## src/sv/tcl_pkg.sv

```systemverilog
// Shared types, constants and helpers for the text console display writer.
// No dependencies; every other file in sv/ imports this package.
package tcl_pkg;

    // Default geometry of the text store
    localparam int ROWS_DEF    = 4;
    localparam int COLUMNS_DEF = 16;

    // Character codes
    localparam logic [7:0] CH_NEWLINE = 8'h0A;
    localparam logic [7:0] CH_RETURN  = 8'h0D;
    localparam logic [7:0] CH_NUL     = 8'h00;
    localparam logic [7:0] CH_SPACE   = 8'h20;

    // Display row address commands
    localparam logic [7:0] ADDR_ROW0 = 8'h80;
    localparam logic [7:0] ADDR_ROW1 = 8'h90;
    localparam logic [7:0] ADDR_ROW2 = 8'h88;
    localparam logic [7:0] ADDR_ROW3 = 8'h98;

    // Controller states
    typedef enum logic [2:0] {
        S_IDLE,
        S_CHECK,
        S_SCROLL,
        S_SCROLL_END,
        S_STORE,
        S_REF_INIT,
        S_REFRESH
    } t_state;

    // Commands from controller to datapath
    typedef struct packed {
        logic accept;       // take the input item and update the cursor
        logic scroll_step;  // copy one entry up by one row
        logic scroll_end;   // blank the last row
        logic store;        // write the character at the cursor
        logic ref_init;     // rewind the refresh counters
        logic ref_run;      // stream refresh writes into the output register
    } t_cmd;

    // Status from datapath to controller
    typedef struct packed {
        logic do_store;
        logic do_scroll;
        logic do_refresh;
        logic scroll_last;  // final copy read issued this cycle
        logic ref_done;     // final refresh write loaded this cycle
    } t_sts;

    // Address command for a display row
    function automatic logic [7:0] row_cmd(input logic [1:0] row);
        logic [7:0] res;
        unique case (row)
            2'd0:    res = ADDR_ROW0;
            2'd1:    res = ADDR_ROW1;
            2'd2:    res = ADDR_ROW2;
            default: res = ADDR_ROW3;
        endcase
        return res;
    endfunction

endpackage

```

## src/sv/text_console_to_lcd_writes_core.sv

```systemverilog
// Top level of the text console display writer: controller plus datapath.
// Depends on tcl_pkg, tcl_ctrl and tcl_dpath.
//
//   channel | direction | handshake          | payload
//   --------+-----------+--------------------+-----------------------------------
//   input   | in        | i_valid / o_stall  | i_char_in[7:0]
//   output  | out       | o_valid / i_stall  | o_is_data, o_bus_byte[7:0], o_last
//
// An ignored character passes through the idle and check states, a stored one
// also through the store state, and a newline goes from check to its refresh.
// A scroll copies (ROWS-1)*COLUMNS entries up by one row, one entry per cycle
// through the single write port of the text store, then blanks the last row.
// A refresh has a setup state, then (ROWS-1)*(COLUMNS+1) writes, one per cycle
// while the output is not stalled; a stall holds the sequence where it is.
// On reset, per-entry valid bits make the store read as spaces.
module text_console_to_lcd_writes_core import tcl_pkg::*; #(
    parameter int ROWS    = ROWS_DEF,
    parameter int COLUMNS = COLUMNS_DEF
) (
    input  logic       i_clk,
    input  logic       i_rst_n,
    input  logic       i_valid,
    output logic       o_stall,
    input  logic [7:0] i_char_in,
    output logic       o_valid,
    input  logic       i_stall,
    output logic       o_is_data,
    output logic [7:0] o_bus_byte,
    output logic       o_last
);

    t_cmd cmd;
    t_sts sts;

    // Sequence the work for each item
    tcl_ctrl u_ctrl (
        .i_clk   (i_clk),
        .i_rst_n (i_rst_n),
        .i_valid (i_valid),
        .o_stall (o_stall),
        .i_sts   (sts),
        .o_cmd   (cmd)
    );

    // Hold the text and drive the display writes
    tcl_dpath #(
        .ROWS    (ROWS),
        .COLUMNS (COLUMNS)
    ) u_dpath (
        .i_clk      (i_clk),
        .i_rst_n    (i_rst_n),
        .i_char_in  (i_char_in),
        .i_cmd      (cmd),
        .o_sts      (sts),
        .i_stall    (i_stall),
        .o_valid    (o_valid),
        .o_is_data  (o_is_data),
        .o_bus_byte (o_bus_byte),
        .o_last     (o_last)
    );

endmodule

```

## src/sv/tcl_ctrl.sv

```systemverilog
// Controller state machine of the text console display writer.
// Depends on tcl_pkg (state enum, command and status structs).
module tcl_ctrl import tcl_pkg::*; (
    input  logic i_clk,
    input  logic i_rst_n,
    input  logic i_valid,
    output logic o_stall,
    input  t_sts i_sts,
    output t_cmd o_cmd
);

    t_state r_state;
    t_state n_state;

    // Hold state
    always_ff @(posedge i_clk) begin
        if (!i_rst_n) begin
            r_state <= S_IDLE;
        end else begin
            r_state <= n_state;
        end
    end

    // Next state
    always_comb begin
        n_state = r_state;
        unique case (r_state)
            S_IDLE: begin
                if (i_valid) n_state = S_CHECK;
            end
            S_CHECK: begin
                if (i_sts.do_scroll)       n_state = S_SCROLL;
                else if (i_sts.do_store)   n_state = S_STORE;
                else if (i_sts.do_refresh) n_state = S_REF_INIT;
                else                       n_state = S_IDLE;
            end
            S_SCROLL: begin
                if (i_sts.scroll_last) n_state = S_SCROLL_END;
            end
            S_SCROLL_END: begin
                n_state = S_STORE;
            end
            S_STORE: begin
                n_state = i_sts.do_refresh ? S_REF_INIT : S_IDLE;
            end
            S_REF_INIT: begin
                n_state = S_REFRESH;
            end
            S_REFRESH: begin
                if (i_sts.ref_done) n_state = S_IDLE;
            end
            default: n_state = S_IDLE;
        endcase
    end

    // Outputs
    always_comb begin
        o_cmd   = '0;
        o_stall = 1'b1;
        unique case (r_state)
            S_IDLE: begin
                o_stall      = 1'b0;
                o_cmd.accept = i_valid;
            end
            S_SCROLL:     o_cmd.scroll_step = 1'b1;
            S_SCROLL_END: o_cmd.scroll_end  = 1'b1;
            S_STORE:      o_cmd.store       = 1'b1;
            S_REF_INIT:   o_cmd.ref_init    = 1'b1;
            S_REFRESH:    o_cmd.ref_run     = 1'b1;
            default:      o_cmd             = '0;
        endcase
    end

    // A scroll always ends with the character store
    a_scroll_then_store: assert property (@(posedge i_clk) disable iff (!i_rst_n)
        r_state == S_SCROLL_END |=> r_state == S_STORE)
        else $error("scroll did not continue into the store");

    // Items are only taken while idle
    a_accept_idle: assert property (@(posedge i_clk) disable iff (!i_rst_n)
        o_cmd.accept |-> r_state == S_IDLE && !o_stall)
        else $error("item accepted outside idle");

    // The final refresh write returns the controller to idle
    a_refresh_to_idle: assert property (@(posedge i_clk) disable iff (!i_rst_n)
        r_state == S_REFRESH && i_sts.ref_done |=> r_state == S_IDLE)
        else $error("refresh did not return to idle");

endmodule

```

## src/sv/tcl_dpath.sv

```systemverilog
// Datapath of the text console display writer: cursor, text store memory,
// scroll copy, refresh sequencing and output register. Depends on tcl_pkg.
module tcl_dpath import tcl_pkg::*; #(
    parameter int ROWS    = ROWS_DEF,
    parameter int COLUMNS = COLUMNS_DEF
) (
    input  logic       i_clk,
    input  logic       i_rst_n,
    input  logic [7:0] i_char_in,
    input  t_cmd       i_cmd,
    output t_sts       o_sts,
    input  logic       i_stall,
    output logic       o_valid,
    output logic       o_is_data,
    output logic [7:0] o_bus_byte,
    output logic       o_last
);

    localparam int DEPTH  = ROWS * COLUMNS;
    localparam int ADDR_W = $clog2(DEPTH);
    localparam int COL_W  = $clog2(COLUMNS);
    localparam int ROW_W  = $clog2(ROWS + 1);
    localparam int POS_W  = $clog2(COLUMNS + 1);
    localparam int COPY_N = (ROWS - 1) * COLUMNS;

    // Cursor and item registers
    logic [7:0]       r_char;
    logic [COL_W-1:0] r_col, n_col;
    logic [ROW_W-1:0] r_crow, n_crow;
    logic             r_do_store, n_do_store;
    logic             r_do_scroll, n_do_scroll;
    logic             r_do_refresh, n_do_refresh;
    logic [COL_W:0]   col_inc;
    logic             wrap;
    logic [ROW_W-1:0] row_inc;
    logic [ROW_W-1:0] row_adv;

    // Memory and scroll copy
    logic [7:0]        r_mem [DEPTH];
    logic [DEPTH-1:0]  r_valid, n_valid;
    logic [7:0]        r_rd_data;
    logic              r_rd_valid;
    logic [7:0]        rd_resolved;
    logic [ADDR_W-1:0] rd_addr;
    logic [ADDR_W-1:0] store_addr;
    logic              wr_en;
    logic [ADDR_W-1:0] wr_addr;
    logic [7:0]        wr_data;
    logic [ADDR_W-1:0] r_scnt;
    logic [ADDR_W-1:0] r_wr_addr;
    logic              r_wr_pend;

    // Refresh sequencing
    logic [ROW_W-1:0]  r_rrow;
    logic [POS_W-1:0]  r_pos;
    logic [ADDR_W-1:0] r_rptr, n_rptr;
    logic              out_load;
    logic              ref_last;
    logic              pos_data;
    logic              r_out_valid;
    logic              r_is_data;
    logic [7:0]        r_bus_byte;
    logic              r_last;

    // Work out the cursor move for the offered character
    always_comb begin
        col_inc      = {1'b0, r_col} + 1'b1;
        wrap         = col_inc >= (COL_W + 1)'(COLUMNS);
        row_inc      = (r_crow < ROW_W'(ROWS)) ? r_crow + 1'b1 : r_crow;
        row_adv      = r_crow;
        n_col        = r_col;
        n_crow       = r_crow;
        n_do_store   = 1'b0;
        n_do_scroll  = 1'b0;
        n_do_refresh = 1'b0;
        case (i_char_in) inside
            CH_NEWLINE: begin
                n_col        = '0;
                n_crow       = row_inc;
                n_do_refresh = 1'b1;
            end
            CH_RETURN, CH_NUL: begin
                n_col = r_col;
            end
            default: begin
                n_col        = wrap ? '0 : col_inc[COL_W-1:0];
                row_adv      = wrap ? row_inc : r_crow;
                n_do_store   = 1'b1;
                n_do_refresh = wrap;
                if (row_adv == ROW_W'(ROWS)) begin
                    n_crow      = ROW_W'(ROWS - 1);
                    n_do_scroll = 1'b1;
                end else begin
                    n_crow = row_adv;
                end
            end
        endcase
    end

    // Take the item and advance the cursor
    always_ff @(posedge i_clk) begin
        if (!i_rst_n) begin
            r_col        <= '0;
            r_crow       <= '0;
            r_do_store   <= 1'b0;
            r_do_scroll  <= 1'b0;
            r_do_refresh <= 1'b0;
        end else if (i_cmd.accept) begin
            r_col        <= n_col;
            r_crow       <= n_crow;
            r_do_store   <= n_do_store;
            r_do_scroll  <= n_do_scroll;
            r_do_refresh <= n_do_refresh;
        end
    end

    always_ff @(posedge i_clk) begin
        if (i_cmd.accept) r_char <= i_char_in;
    end

    // Step the scroll copy: read one row below, write back in the following cycle
    always_ff @(posedge i_clk) begin
        if (!i_rst_n) begin
            r_scnt    <= '0;
            r_wr_pend <= 1'b0;
        end else begin
            r_wr_pend <= i_cmd.scroll_step;
            if (i_cmd.accept) begin
                r_scnt <= '0;
            end else if (i_cmd.scroll_step) begin
                r_scnt <= r_scnt + 1'b1;
            end
        end
    end

    always_ff @(posedge i_clk) begin
        if (i_cmd.scroll_step) r_wr_addr <= r_scnt;
    end

    // Select the memory ports
    assign store_addr  = ADDR_W'(r_crow) * ADDR_W'(COLUMNS) + ADDR_W'(r_col);
    assign rd_resolved = r_rd_valid ? r_rd_data : CH_SPACE;
    assign wr_en       = r_wr_pend || i_cmd.store;
    assign wr_addr     = r_wr_pend ? r_wr_addr : store_addr;
    assign wr_data     = r_wr_pend ? rd_resolved : r_char;
    assign rd_addr     = i_cmd.scroll_step ? r_scnt + ADDR_W'(COLUMNS) : n_rptr;

    // Text store memory, registered read
    always_ff @(posedge i_clk) begin
        if (wr_en) r_mem[wr_addr] <= wr_data;
        r_rd_data <= r_mem[rd_addr];
    end

    // Entry valid bits: an entry never written reads as a space
    always_comb begin
        n_valid = r_valid;
        if (i_cmd.scroll_end) n_valid[DEPTH-1 -: COLUMNS] = '0;
        if (wr_en)            n_valid[wr_addr] = 1'b1;
    end

    always_ff @(posedge i_clk) begin
        if (!i_rst_n) begin
            r_valid    <= '0;
            r_rd_valid <= 1'b0;
        end else begin
            r_rd_valid <= r_valid[rd_addr];
            r_valid    <= n_valid;
        end
    end

    // Refresh sequencing: position 0 is the row command, then the row's bytes
    assign out_load = i_cmd.ref_run && (!r_out_valid || !i_stall);
    assign pos_data = r_pos != '0;
    assign ref_last = (r_rrow == ROW_W'(ROWS - 2)) && (r_pos == POS_W'(COLUMNS));
    assign n_rptr   = (out_load && pos_data) ? r_rptr + 1'b1 : r_rptr;

    always_ff @(posedge i_clk) begin
        if (!i_rst_n) begin
            r_rrow <= '0;
            r_pos  <= '0;
            r_rptr <= '0;
        end else if (i_cmd.ref_init) begin
            r_rrow <= '0;
            r_pos  <= '0;
            r_rptr <= '0;
        end else if (out_load) begin
            r_rptr <= n_rptr;
            if (r_pos == POS_W'(COLUMNS)) begin
                r_pos  <= '0;
                r_rrow <= r_rrow + 1'b1;
            end else begin
                r_pos <= r_pos + 1'b1;
            end
        end
    end

    // Output register: load when empty or being taken
    always_ff @(posedge i_clk) begin
        if (!i_rst_n) begin
            r_out_valid <= 1'b0;
        end else if (out_load) begin
            r_out_valid <= 1'b1;
        end else if (!i_stall) begin
            r_out_valid <= 1'b0;
        end
    end

    always_ff @(posedge i_clk) begin
        if (out_load) begin
            r_is_data  <= pos_data;
            r_bus_byte <= pos_data ? rd_resolved : row_cmd(2'(r_rrow));
            r_last     <= ref_last;
        end
    end

    // Status and ports
    always_comb begin
        o_sts.do_store    = r_do_store;
        o_sts.do_scroll   = r_do_scroll;
        o_sts.do_refresh  = r_do_refresh;
        o_sts.scroll_last = i_cmd.scroll_step && (r_scnt == ADDR_W'(COPY_N - 1));
        o_sts.ref_done    = out_load && ref_last;
    end

    assign o_valid    = r_out_valid;
    assign o_is_data  = r_is_data;
    assign o_bus_byte = r_bus_byte;
    assign o_last     = r_last;

    // Cursor row stays within range
    a_row_range: assert property (@(posedge i_clk) disable iff (!i_rst_n)
        r_crow <= ROW_W'(ROWS))
        else $error("cursor row out of range");

    // A character lands on a displayable row
    a_store_row: assert property (@(posedge i_clk) disable iff (!i_rst_n)
        i_cmd.store |-> r_crow < ROW_W'(ROWS) && !r_wr_pend)
        else $error("store row out of range or port collision");

    // The last row is blank right after a scroll
    a_last_row_blank: assert property (@(posedge i_clk) disable iff (!i_rst_n)
        i_cmd.scroll_end |=> r_valid[DEPTH-1 -: COLUMNS] == '0)
        else $error("last row not cleared by scroll");

    // The final scroll copy is still pending when the scroll ends
    a_scroll_flush: assert property (@(posedge i_clk) disable iff (!i_rst_n)
        i_cmd.scroll_end |-> r_wr_pend)
        else $error("scroll ended without final copy");

endmodule

```

## config.mk

```make
export PLATFORM = sky130hd
export DESIGN_NAME = text_console_to_lcd_writes_core
export DESIGN_NICKNAME = d
export VERILOG_FILES = /design/src/sv/tcl_pkg.sv /design/src/sv/text_console_to_lcd_writes_core.sv /design/src/sv/tcl_ctrl.sv /design/src/sv/tcl_dpath.sv
export SDC_FILE = /design/constraint.sdc
export NUM_CORES = 1
export LEC_CHECK = 0
export BUFFER_PORTS_ARGS = -buffer_cell sky130_fd_sc_hd__buf_4
export CAP_MARGIN = 20
export CORE_ASPECT_RATIO = 0.7
export CORE_MARGIN = 1
export CORE_UTILIZATION = 38
export CTS_BUF_LIST = sky130_fd_sc_hd__clkbuf_8
export CTS_CLUSTER_DIAMETER = 60
export CTS_CLUSTER_SIZE = 14
export DETAILED_ROUTE_END_ITERATION = 10
export PLACE_DENSITY = 0.58
export SYNTH_ARGS = -nofsm -noshare
export SYNTH_HDL_FRONTEND = slang
export SYNTH_SLANG_ARGS = --single-unit
```

## constraint.sdc

```tcl
create_clock -name i_clk -period 4.5 [get_ports i_clk]
set_clock_uncertainty 0.05 [all_clocks]
set_input_delay 0.675 -clock i_clk [delete_from_list [all_inputs] [get_ports i_clk]]
set_output_delay 0.675 -clock i_clk [all_outputs]
set_load 0.005 [all_outputs]
```

==> results.md <==
- Async SR Flop Fraction: 0
- Slew HR: 0.227
- PD cells: 467 mW/mm²
- Post-Syn Instances: 2,092
- Worst slew pin tran: 1.15 ns
- Final cell count without fillers: 3,065
- Min setup slack post-route: 0.271 ns
- Area growth syn-to-layout: 9.08%
- Yosys warns: 0
- Status: completed
- Fin util: 0.420
- Die X: 316 µm
- Synth Area per Inst: 12.6 µm²
- CP required: 4.95 ns
- RSZ-0062 raised after global routing: false
- Root buf cell: clkbuf_8
- Cell area after synthesis: 0.0263 mm²
- Synth area leader: edfxtp_1
- Number of global-route vias before repair: 16.4k
- Post-Syn Nets: 2,114
- Final setup viols: 0
- Yosys reg bits: 644
- DR iter-0 viols: 2,110
- Seq/Total Area, Yosys: 0.695
- Worst-path clk slew: 0.10 ns
- Placed cell area: 0.0277 mm²
- Worst setup EP type: flop
- Crit. Startpoint: u_dpath.r_pos[0]$_SDFFE_PP0P_
- Drt total wl: 73,400 µm
- Hold slack: 0.139 ns
- Path type of the worst min-delay path: input pin to flop
- Crit-path max FO: 73
- DR pass1 iterations: 6
- Initial antenna violation count: 1
- Max Slew Vio Count: 0
- Grt ovf: 0
- Dominant cells by area after synthesis: edfxtp_1 (61%), dfxtp_1 (8.2%), nand2_1 (4.4%)
- Setup_tns: 0 ns
- Layout cells sized above 1: 0.0897
- Vias: 17.5k
- Top post-synthesis cells by count: edfxtp_1 (536), nand2_1 (310), nor2_1 (226)
- Distinct cells, synth: 76
- CTS Sinks: 644
- Top-count cell post-synth: edfxtp_1
- CP peak stage delay: 0.94 ns
- Post-DP HPWL: 46,800 µm
- Tmin final: 4.23 ns
- Routed wire length per instance: 23.9 µm
- Clock Latency Late Sink: 0.67 ns
- Post-CTS setup buffers: 0
- Rows: 80
- Total CTS buffers: 52
- H-tree depth: 2
- Post-route ant nets: 0
- Worst hold start: i_char_in[6]
- Total track usage: 0.208
- DR vias/cell: 5.71
- EDFF count, synth: 536
- CP Cell Sequence: inv_1 > ha_1 > nor4b_4 > inv_2 > nand4_1 > o211ai_4 > buf_12 > nor2_1 > a31oi_1 > a311oi_1 > nor4_1
- I/O Buffers: 23
- Initial core utilization: 0.385
- Final Cell Area: 0.0287 mm²
- First-pass GRT wire length: 109,000 µm
- Max cap viols: 0
- Die footprint: 0.0702 mm²
- Post-cts sizing count: 0
- Max VDD drop: 0.228 mV
- Critical R2R Launch: u_dpath.r_pos[0]$_SDFFE_PP0P_
- Startpoint types: flop
- Critical path data arrival time: 4.68 ns
- Clk buf depth: 3
- Pre-CTS setup slack: 0.320 ns
- WP buf/inv: 3
- Delay-heaviest family, CP: simple AND/OR/NAND/NOR gates
- Leakage: 9.59 nW
- # nets final: 2,142
- Synth top area share: 0.613
- Period utilization: 0.940
- CP Class: flop to flop
- Hold_buf cts: 0
- Largest net degree at the start of global routing: 74
- FMAX: 0.236 GHz
- Placed Cells incl. Taps: 2,965
- CTS tree: done
- Die H: 222 µm
- Gpl congestion: 0.873
- DRC Markers: 0
- Post-synth top flop: edfxtp_1
- Ports: 24
- Power, Total: 13.4 mW
- Slowest cell on the critical path: a311oi_1
- Core ar.: 0.0683 mm²
- Final hold violation count: 0
per-layer routing:
layer	share of wire	up-vias	GRT usage
li1	-	7840	-
met1	0.47	8762	0.336
met2	0.41	797	0.280
met3	0.099	113	0.0454
met4	0.019	2	0.0456
met5	0.000095	-	0
cell usage in the layout, fill, tap and decap left out, types with 10 or more instances in the layout:
cell type / n
clkbuf_8: 54
a31oi_1: 58
nand2_1: 310
mux2i_1: 77
dfxtp_1: 108
a311oi_1: 18
ha_1: 10
nor3_1: 29
a21oi_1: 86
nor2_1: 225
o211ai_1: 12
nand3_1: 180
edfxtp_1: 536
and3_1: 40
nand4_1: 20
inv_1: 69
buf_4: 89
a21o_1: 17
a32oi_1: 28
o21ai_0: 30
nor4_1: 13
logic make-up (layout without fill, tap and decap cells):
family	after synthesis	count (layout)	share of synthesized area
fa+ha+maj	10	10	0.00476
simple gates	863	863	0.148
mux	87	87	0.0362
buf+inv	156	226	0.0288
other cells	0	1	0
flops	644	644	0.695
xor+xnor	13	13	0.00433
compound gates	319	319	0.0833
power breakdown:
group / internal (mW) / switching, mW / leakage [nW]
logic: 0.840 / 2.24 / 3.28
clock network: 1.11 / 1.93 / 0.606
registers: 7.08 / 0.180 / 5.70
area by class of cell:
type / instances / area, µm²
multi-input combinational: 1292 / 7400
clock inverter: 43 / 173
timing repair buffer: 99 / 845
clock buffer: 53 / 729
antenna: 1 / 2.50
inverter: 31 / 118
fill: 6402 / 39600
sequential: 644 / 18300
tap: 902 / 1130
registers in the layout, summed over array words and instances, names as in the netlist, 3 cells and up:
register            count
u_dpath.r_valid        64
u_dpath.r_rrow          3
u_dpath.r_pos           5
u_dpath.o_bus_byte      8
u_ctrl.r_state          3
u_dpath.r_wr_addr       6
u_dpath.r_char          8
u_dpath.r_scnt          6
u_dpath.r_col           4
u_dpath.r_crow          3
u_dpath.r_rptr          6
u_dpath.r_mem         512
u_dpath.r_rd_data       8
worst paths after layout:
check / endpoint / slack, ns / depth (start not counted)
max: u_dpath.r_rd_data[3]$_DFF_P_ / 0.27 / 11
min: u_dpath.r_char[6]$_DFFE_PP_ / 0.14 / 1
max reg2reg: u_dpath.r_rd_data[3]$_DFF_P_ / 0.27 / 11
min reg2reg: u_dpath.r_valid[35]$_SDFFE_PN0N_ / 0.43 / 2
No activity file was read; power rests on OpenSTA's default activity.
